--- config.mk ---
export PLATFORM = sky130hd
export DESIGN_NAME = resp_command_parser_unit
export DESIGN_NICKNAME = d
export VERILOG_FILES = /design/src/hw/rtl/rcp_pkg.sv /design/src/hw/rtl/resp_command_parser_unit.sv
export SDC_FILE = /design/constraint.sdc
export NUM_CORES = 1
export LEC_CHECK = 0
export BUFFER_PORTS_ARGS = -buffer_cell sky130_fd_sc_hd__buf_2
export CAP_MARGIN = 20
export CORE_UTILIZATION = 30
export CTS_CLUSTER_DIAMETER = 40
export DETAILED_ROUTE_END_ITERATION = 12
export PLACE_DENSITY_LB_ADDON = 0.05
export SYNTH_ARGS = -nofsm -noshare
export SYNTH_HDL_FRONTEND = slang
export SYNTH_SLANG_ARGS = --single-unit
--- constraint.sdc ---
create_clock -name i_clk -period 12.89 [get_ports i_clk]
set_clock_uncertainty 0.1 [all_clocks]
set_input_delay 1.289 -clock i_clk [delete_from_list [all_inputs] [get_ports i_clk]]
set_output_delay 1.289 -clock i_clk [all_outputs]
set_load 0.05 [all_outputs]
--- src/hw/rtl/rcp_pkg.sv ---
// ----------------------------------------------------------------------------
// rcp_pkg: shared types and constants of the command parser
// Character codes, error codes, field widths and the result record.
// ----------------------------------------------------------------------------
package rcp_pkg;

    // Field widths of one result
    localparam int unsigned BYTE_W   = 8;
    localparam int unsigned WORDNO_W = 16;
    localparam int unsigned ERR_W    = 3;

    // Framing characters
    localparam logic [BYTE_W-1:0] CHAR_STAR   = 8'h2A;  // '*'
    localparam logic [BYTE_W-1:0] CHAR_DOLLAR = 8'h24;  // '$'
    localparam logic [BYTE_W-1:0] CHAR_ZERO   = 8'h30;  // '0'
    localparam logic [BYTE_W-1:0] CHAR_NINE   = 8'h39;  // '9'
    localparam logic [BYTE_W-1:0] CHAR_UP_A   = 8'h41;  // 'A'
    localparam logic [BYTE_W-1:0] CHAR_UP_Z   = 8'h5A;  // 'Z'
    localparam logic [BYTE_W-1:0] CASE_OFFSET = 8'h20;  // upper to lower

    // Number of bytes skipped after a payload
    localparam logic [1:0] SKIP_COUNT = 2'd2;

    // Error codes
    localparam logic [ERR_W-1:0] ERR_NONE       = 3'd0;
    localparam logic [ERR_W-1:0] ERR_NO_STAR    = 3'd1;
    localparam logic [ERR_W-1:0] ERR_NO_DOLLAR  = 3'd2;
    localparam logic [ERR_W-1:0] ERR_EMPTY_CMD  = 3'd3;
    localparam logic [ERR_W-1:0] ERR_OVERFLOW   = 3'd4;

    // One result transaction
    typedef struct packed {
        logic [BYTE_W-1:0]   out_byte;
        logic [WORDNO_W-1:0] word_number;
        logic                has_byte;
        logic                last_of_word;
        logic                last_of_command;
        logic [ERR_W-1:0]    error_code;
    } t_result;

endpackage

--- src/hw/rtl/resp_command_parser_unit.sv ---
// ----------------------------------------------------------------------------
// resp_command_parser_unit: byte-stream parser for array-of-strings commands
// Parses '*'<count>.. then per word '$'<len>..<payload>.. and streams out
// the payload bytes tagged with their word index.
// ----------------------------------------------------------------------------
// Usage:
//   The slave stream takes one command byte per transaction. The master
//   stream returns at most one result per input byte: a payload byte (with
//   has_byte set), a marker for an empty word, or an error marker.
//   Letters of word 0 leave lower-cased. tlast flags the end of a command.
// Throughput and timing:
//   One byte is taken every clock cycle while tready is high. A result
//   appears on the master side in the cycle after the byte that causes it;
//   the parse state and the digit-accumulate step (shift-add by ten and a
//   width check) sit between the slave port and a single result register.
// Stall:
//   tready on the slave side is low only when the result register is full
//   and not taken; while a result waits on a low tready no byte is taken.
// Reset:
//   i_rst_n clears the parser to wait for '*' and empties the result
//   register. Framing errors report once, then bytes are dropped up to '*'.
// ----------------------------------------------------------------------------
module resp_command_parser_unit #(
    parameter int unsigned COUNT_WIDTH  = 16,
    parameter int unsigned LENGTH_WIDTH = 32
) (
    input  logic        i_clk,
    input  logic        i_rst_n,
    // slave stream
    input  logic        i_s_axis_tvalid,
    output logic        o_s_axis_tready,
    input  logic [7:0]  i_s_axis_tdata,   // [7:0] in_byte
    // master stream
    output logic        o_m_axis_tvalid,
    input  logic        i_m_axis_tready,
    output logic [31:0] o_m_axis_tdata,   // [7:0] out_byte, [23:8] word_number,
                                          // [24] last_of_word, [31:25] zero
    output logic        o_m_axis_tlast,   // last_of_command
    output logic [3:0]  o_m_axis_tuser    // [0] has_byte, [3:1] error_code
);

    localparam int unsigned ACC_W  = (COUNT_WIDTH > LENGTH_WIDTH) ? COUNT_WIDTH
                                                                   : LENGTH_WIDTH;
    localparam int unsigned PROD_W = ACC_W + 4;

    // Parse phases
    localparam logic [2:0] PH_STAR       = 3'd0;
    localparam logic [2:0] PH_RESYNC     = 3'd1;
    localparam logic [2:0] PH_COUNT      = 3'd2;
    localparam logic [2:0] PH_COUNT_SKIP = 3'd3;
    localparam logic [2:0] PH_DOLLAR     = 3'd4;
    localparam logic [2:0] PH_LEN        = 3'd5;
    localparam logic [2:0] PH_LEN_SKIP   = 3'd6;
    localparam logic [2:0] PH_PAYLOAD    = 3'd7;

    logic [2:0]              r_phase,      n_phase;
    logic [ACC_W-1:0]        r_accum,      n_accum;
    logic [COUNT_WIDTH-1:0]  r_words_left, n_words_left;
    logic [LENGTH_WIDTH-1:0] r_bytes_left, n_bytes_left;
    logic [COUNT_WIDTH-1:0]  r_word_index, n_word_index;
    logic [1:0]              r_skip_left,  n_skip_left;
    logic                    r_out_valid,  n_out_valid;
    rcp_pkg::t_result        r_result,     n_result;

    logic                    in_accept;
    logic                    res_valid;
    logic [7:0]              in_byte;
    logic                    is_digit;
    logic [3:0]              digit_val;
    logic [PROD_W-1:0]       prod;
    logic                    count_ovf;
    logic                    len_ovf;
    logic [LENGTH_WIDTH-1:0] bytes_dec;
    logic [COUNT_WIDTH-1:0]  words_dec;
    logic [1:0]              skip_dec;
    logic [7:0]              low_byte;

    assign in_byte         = i_s_axis_tdata;
    assign o_s_axis_tready = !r_out_valid || i_m_axis_tready;
    assign in_accept       = i_s_axis_tvalid && o_s_axis_tready;

    // Decode digit and build the next decimal value
    assign is_digit  = in_byte inside {[rcp_pkg::CHAR_ZERO:rcp_pkg::CHAR_NINE]};
    assign digit_val = 4'(in_byte - rcp_pkg::CHAR_ZERO);
    assign prod      = PROD_W'({r_accum, 3'b000}) + PROD_W'({r_accum, 1'b0})
                     + PROD_W'(digit_val);
    assign count_ovf = (prod >> COUNT_WIDTH) != '0;
    assign len_ovf   = (prod >> LENGTH_WIDTH) != '0;

    assign bytes_dec = r_bytes_left - LENGTH_WIDTH'(1);
    assign words_dec = r_words_left - COUNT_WIDTH'(1);
    assign skip_dec  = (r_skip_left != 2'd0) ? (r_skip_left - 2'd1) : 2'd0;

    // Lower-case letters of the command name
    always_comb begin
        low_byte = in_byte;
        if ((r_word_index == '0) &&
            (in_byte inside {[rcp_pkg::CHAR_UP_A:rcp_pkg::CHAR_UP_Z]})) begin
            low_byte = in_byte + rcp_pkg::CASE_OFFSET;
        end
    end

    // Advance the parser by one byte
    always_comb begin
        n_phase      = r_phase;
        n_accum      = r_accum;
        n_words_left = r_words_left;
        n_bytes_left = r_bytes_left;
        n_word_index = r_word_index;
        n_skip_left  = r_skip_left;
        res_valid    = 1'b0;

        n_result.out_byte        = '0;
        n_result.word_number     = rcp_pkg::WORDNO_W'(r_word_index);
        n_result.has_byte        = 1'b0;
        n_result.last_of_word    = 1'b0;
        n_result.last_of_command = 1'b0;
        n_result.error_code      = rcp_pkg::ERR_NONE;

        case (r_phase)
            PH_STAR: begin
                if (in_byte != rcp_pkg::CHAR_STAR) begin
                    res_valid           = 1'b1;
                    n_result.error_code = rcp_pkg::ERR_NO_STAR;
                    n_phase             = PH_RESYNC;
                end else begin
                    n_phase      = PH_COUNT;
                    n_accum      = '0;
                    n_word_index = '0;
                end
            end
            PH_RESYNC: begin
                if (in_byte == rcp_pkg::CHAR_STAR) begin
                    n_phase      = PH_COUNT;
                    n_accum      = '0;
                    n_word_index = '0;
                end
            end
            PH_COUNT: begin
                if (is_digit) begin
                    if (count_ovf) begin
                        res_valid           = 1'b1;
                        n_result.error_code = rcp_pkg::ERR_OVERFLOW;
                        n_phase             = PH_RESYNC;
                    end else begin
                        n_accum = ACC_W'(prod);
                    end
                end else if (r_accum == '0) begin
                    res_valid           = 1'b1;
                    n_result.error_code = rcp_pkg::ERR_EMPTY_CMD;
                    n_phase             = PH_RESYNC;
                end else begin
                    n_words_left = r_accum[COUNT_WIDTH-1:0];
                    n_phase      = PH_COUNT_SKIP;
                end
            end
            PH_COUNT_SKIP: begin
                n_phase = PH_DOLLAR;
            end
            PH_DOLLAR: begin
                if (in_byte != rcp_pkg::CHAR_DOLLAR) begin
                    res_valid           = 1'b1;
                    n_result.error_code = rcp_pkg::ERR_NO_DOLLAR;
                    n_phase             = PH_RESYNC;
                end else begin
                    n_accum = '0;
                    n_phase = PH_LEN;
                end
            end
            PH_LEN: begin
                if (is_digit) begin
                    if (len_ovf) begin
                        res_valid           = 1'b1;
                        n_result.error_code = rcp_pkg::ERR_OVERFLOW;
                        n_phase             = PH_RESYNC;
                    end else begin
                        n_accum = ACC_W'(prod);
                    end
                end else begin
                    n_bytes_left = r_accum[LENGTH_WIDTH-1:0];
                    n_phase      = PH_LEN_SKIP;
                end
            end
            PH_LEN_SKIP: begin
                n_phase     = PH_PAYLOAD;
                n_skip_left = rcp_pkg::SKIP_COUNT;
                // Empty word: one marker
                if (r_bytes_left == '0) begin
                    n_words_left             = words_dec;
                    res_valid                = 1'b1;
                    n_result.last_of_word    = 1'b1;
                    n_result.last_of_command = (words_dec == '0);
                end
            end
            PH_PAYLOAD: begin
                if (r_bytes_left != '0) begin
                    // Pass the payload byte
                    res_valid         = 1'b1;
                    n_result.out_byte = low_byte;
                    n_result.has_byte = 1'b1;
                    n_bytes_left      = bytes_dec;
                    if (bytes_dec == '0) begin
                        n_words_left             = words_dec;
                        n_result.last_of_word    = 1'b1;
                        n_result.last_of_command = (words_dec == '0);
                    end
                end else begin
                    // Drop the trailing bytes, then move to the next word or, after the last word, back to '*'
                    n_skip_left = skip_dec;
                    if (skip_dec == 2'd0) begin
                        n_word_index = r_word_index + COUNT_WIDTH'(1);
                        n_phase      = (r_words_left == '0) ? PH_STAR : PH_DOLLAR;
                    end
                end
            end
            default: begin
                n_phase = PH_STAR;
            end
        endcase
    end

    // Hold the result until taken
    always_comb begin
        if (in_accept && res_valid) begin
            n_out_valid = 1'b1;
        end else if (i_m_axis_tready) begin
            n_out_valid = 1'b0;
        end else begin
            n_out_valid = r_out_valid;
        end
    end

    // Control state
    always_ff @(posedge i_clk) begin
        if (!i_rst_n) begin
            r_phase      <= PH_STAR;
            r_accum      <= '0;
            r_words_left <= '0;
            r_bytes_left <= '0;
            r_word_index <= '0;
            r_skip_left  <= '0;
            r_out_valid  <= 1'b0;
        end else begin
            if (in_accept) begin
                r_phase      <= n_phase;
                r_accum      <= n_accum;
                r_words_left <= n_words_left;
                r_bytes_left <= n_bytes_left;
                r_word_index <= n_word_index;
                r_skip_left  <= n_skip_left;
            end
            r_out_valid <= n_out_valid;
        end
    end

    // Result payload
    always_ff @(posedge i_clk) begin
        if (in_accept && res_valid) begin
            r_result <= n_result;
        end
    end

    assign o_m_axis_tvalid = r_out_valid;
    assign o_m_axis_tdata  = {7'b0000000, r_result.last_of_word,
                              r_result.word_number, r_result.out_byte};
    assign o_m_axis_tlast  = r_result.last_of_command;
    assign o_m_axis_tuser  = {r_result.error_code, r_result.has_byte};

endmodule
==> run_results.csv <==
group,metric,value,unit
logic_synthesis,synth_warnings,0,
drt,via_count,9208,
logic_synthesis,muxShareOfSynthArea,0.528,%
pwr,leakage,4.32,nW
place,dp_hpwl,24500,µm
logic_synthesis,ys_async_sr_fraction,0,%
pwr,p_per_area,94.7,nW/µm²
finish,layout_common_cells,"134 x nand2_1, 129 x nor2_1, 102 x a21oi_1, 102 x dfxtp_1, 72 x ha_1",
logic_synthesis,synth_xor_area_share,3.88,%
drt,firstDrtPassIters,5,
logic_synthesis,ys.flop_type,"dfxtp_1",
cts,clockRootBuffer,"clkbuf_16",
critical_path,timing.rr.end,"r_accum[8]",
floorplanning,core_area,31700,µm²
status,status,"finished clean",
timing,maxSlewHeadroom,29.3,%
global_route,antenna_found_initial,0,
critical_path,cp-start-kind,"input port",
timing,post-route-min-period,5840,ps
critical_path,crit_fanout,23,
global_route,grt_pass1_vias,8649,
cts,htreeDepth,4,
cts,worstSkewPairLatency,430,ps
logic_synthesis,netlist-cell-type-count,80,
place,placed_cell_area,10200,µm²
global_route,grt-ovfl-total,0,
logic_synthesis,synth.avg_cell_area,7.91,µm²
floorplanning,die_area,33100,µm²
global_route,grt_max_degree,54,
logic_synthesis,synthCells,1227,
floorplanning,chipHeight,182,µm
finish,stdcell_area,10800,µm²
logic_synthesis,synth_seq_area_share,30.3,%
pwr,peakVddDrop,0.0000576,V
critical_path,crit_required,13150,ps
finish,area_growth,10.7,%
drt,wl,33200,µm
logic_synthesis,synth_area,9710,µm²
cts,cts-hold-fix-buffers,0,
hold_path,holdPathEnd,"r_words_left[9]",
critical_path,arrival,6100,ps
timing,rsz0062_at_grt,"false",
floorplanning,io_pins,51,
timing,hold_viol,0,
finish,fin_nets,1306,
critical_path,path_class,"input port to register",
hold_path,hold_path.class,"register to register",
timing,setup_tns,0,ps
drt,wire_per_inst,20.3,µm
timing,setup_viol,0,
logic_synthesis,synth-adder-area-share,9.69,%
hold_path,whs_path_depth,2,
floorplanning,initial_core_util,30.6,%
flow_run,drv_cap,0,
finish,register_area,2940,µm²
timing,max_clock_freq,171,MHz
cts,cts_tree,"built",
cts,clk_path_buf_depth,2,
place,io_buffers,43,
logic_synthesis,synth-edff-count,30,
critical_path,regToRegStartpoint,"r_accum[0]",
drt,routed_via_density,5.63,
cts,cts_made_buffers,17,
critical_path,critPathCaptureType,"register",
cts,clock_sinks,132,
floorplanning,rows,65,
critical_path,r2r_setup_slack,7550,ps
finish,n_antenna_cell,0,
timing,finalCritPeriodShare,45.3,%
logic_synthesis,synth_compound_area_share,26.5,%
cts,clk_pin_slew_worst_paths,70,ps
timing,slew_viol_final,0,
timing,worstMarginPinSlew,1050,ps
hold_path,hp-start,"r_words_left[9]",
cts,post_cts_buffers,0,
drt,antenna_left,0,
logic_synthesis,synth_simple_gate_area_share,23.9,%
floorplanning,die_width,182,µm
global_route,grt_usage,20.3,%
critical_path,reg2regPathDepth,14,
finish,drive_above_1_share,8.84,%
finish,fillCellCount,3359,
place,place.gp.congestion,0.878,
finish,multi_input_area,6310,µm²
finish,final_common_cell,"nand2_1",
drt,drc_errors,0,
global_route,grt_pass1_wl,52100,µm
logic_synthesis,synth_top_family_by_area,"compound AO/OA/AOI/OAI gates",
logic_synthesis,ys_ff_latch,132,
drt,drtIter0Drc,603,
cts,postCtsResizedCells,0,
-- cell type report --
class | instances | share of cell area, %
multi-input combinational | 985 | 58.7
sequential | 132 | 27.4
tap | 402 | 4.68
clock buffer | 17 | 3.96
timing repair buffer | 52 | 2.61
clock inverter | 15 | 1.57
inverter | 32 | 1.12
-- cells in the mapped netlist (all sizes together), types with 20 or more instances --
cell	n	share of area, %
inv	32	1.2
nor4	31	2.2
xor2	20	1.8
dfxtp	102	21
edfxtp	30	9.3
a22o	34	3.1
nor3	35	1.9
nand4	34	2.3
a211oi	26	2.3
nor2	130	5.0
xnor2	23	2.1
o21ai	79	4.1
clkbuf	66	2.6
ha	72	9.3
nand2	135	5.2
nand3	21	1.1
a21oi	106	5.6
-- worst max path at each step --
stage / startpoint / end / slack [ps] / cells past startpoint
CTS: i_s_axis_tdata[3] / o_m_axis_tuser[1] / 7060 / 15
global placement: i_s_axis_tdata[3] / r_accum[12] / 6730 / 15
global route: i_s_axis_tdata[3] / r_accum[11] / 6750 / 16
detailed placement: i_s_axis_tdata[3] / o_m_axis_tdata[13] / 6630 / 15
floorplan: i_s_axis_tdata[3] / o_m_axis_tdata[0] / 6700 / 14
finish: i_s_axis_tdata[3] / r_accum[8] / 7050 / 15
-- worst max-delay path, cell delays in order --
cell	delay, ps
buf_2	140
inv_1	110
fa_1	540
inv_1	70
fa_1	460
a21o_1	210
a221o_1	390
a41o_4	330
o31a_1	300
a311o_1	310
nor4_1	550
a21o_1	270
nor4b_4	560
buf_4	390
a22o_1	160
-- power breakdown --
part           switching [mW]  internal (mW)  total [mW]
clock network           0.210          0.290       0.500
registers             0.00524          0.433       0.439
logic                  0.0645         0.0145      0.0790
total                   0.279          0.738        1.02
-- kinds of logic after synthesis --
group                    after synthesis
AO/OA/AOI/OAI                        385
XOR/XNOR                              43
adder cells (fa/ha/maj)               74
buffers and inverters                116
flip-flops                           132
multiplexers                           5
other                                  1
AND/OR/NAND/NOR                      471
-- per-stage QoR --
step                      hold WS [ps]  std cells  setup slack, ps  util (%)  power [mW]
after floorplan                    345       1233             6700         -       0.506
after global placement             366       1602             6730      32.0       0.528
after detailed placement           369       1603             6630      32.0       0.528
after CTS                          380       1635             7060      33.9        1.03
after global routing               404       1635             6750      33.9        1.05
final                              382       1635             7050      33.9        1.02
-- metal layers --
layer	track usage (%)	share of wire [%]	wire length, µm
met1	28.0	49	16300
met2	33.1	45	15100
met3	2.53	3.6	1210
met4	5.95	1.7	569
met5	0	0	0
-- registers in the layout, summed over array words and instances, names as in the netlist --
register and cells:
o_m_axis_tdata 25, o_m_axis_tlast 1, o_m_axis_tuser 4, o_m_axis_tvalid 1, r_accum 32, r_bytes_left 32, r_phase 3, r_skip_left 2
r_word_index 16, r_words_left 16
Note: power is estimated with default switching activity, not from simulation.
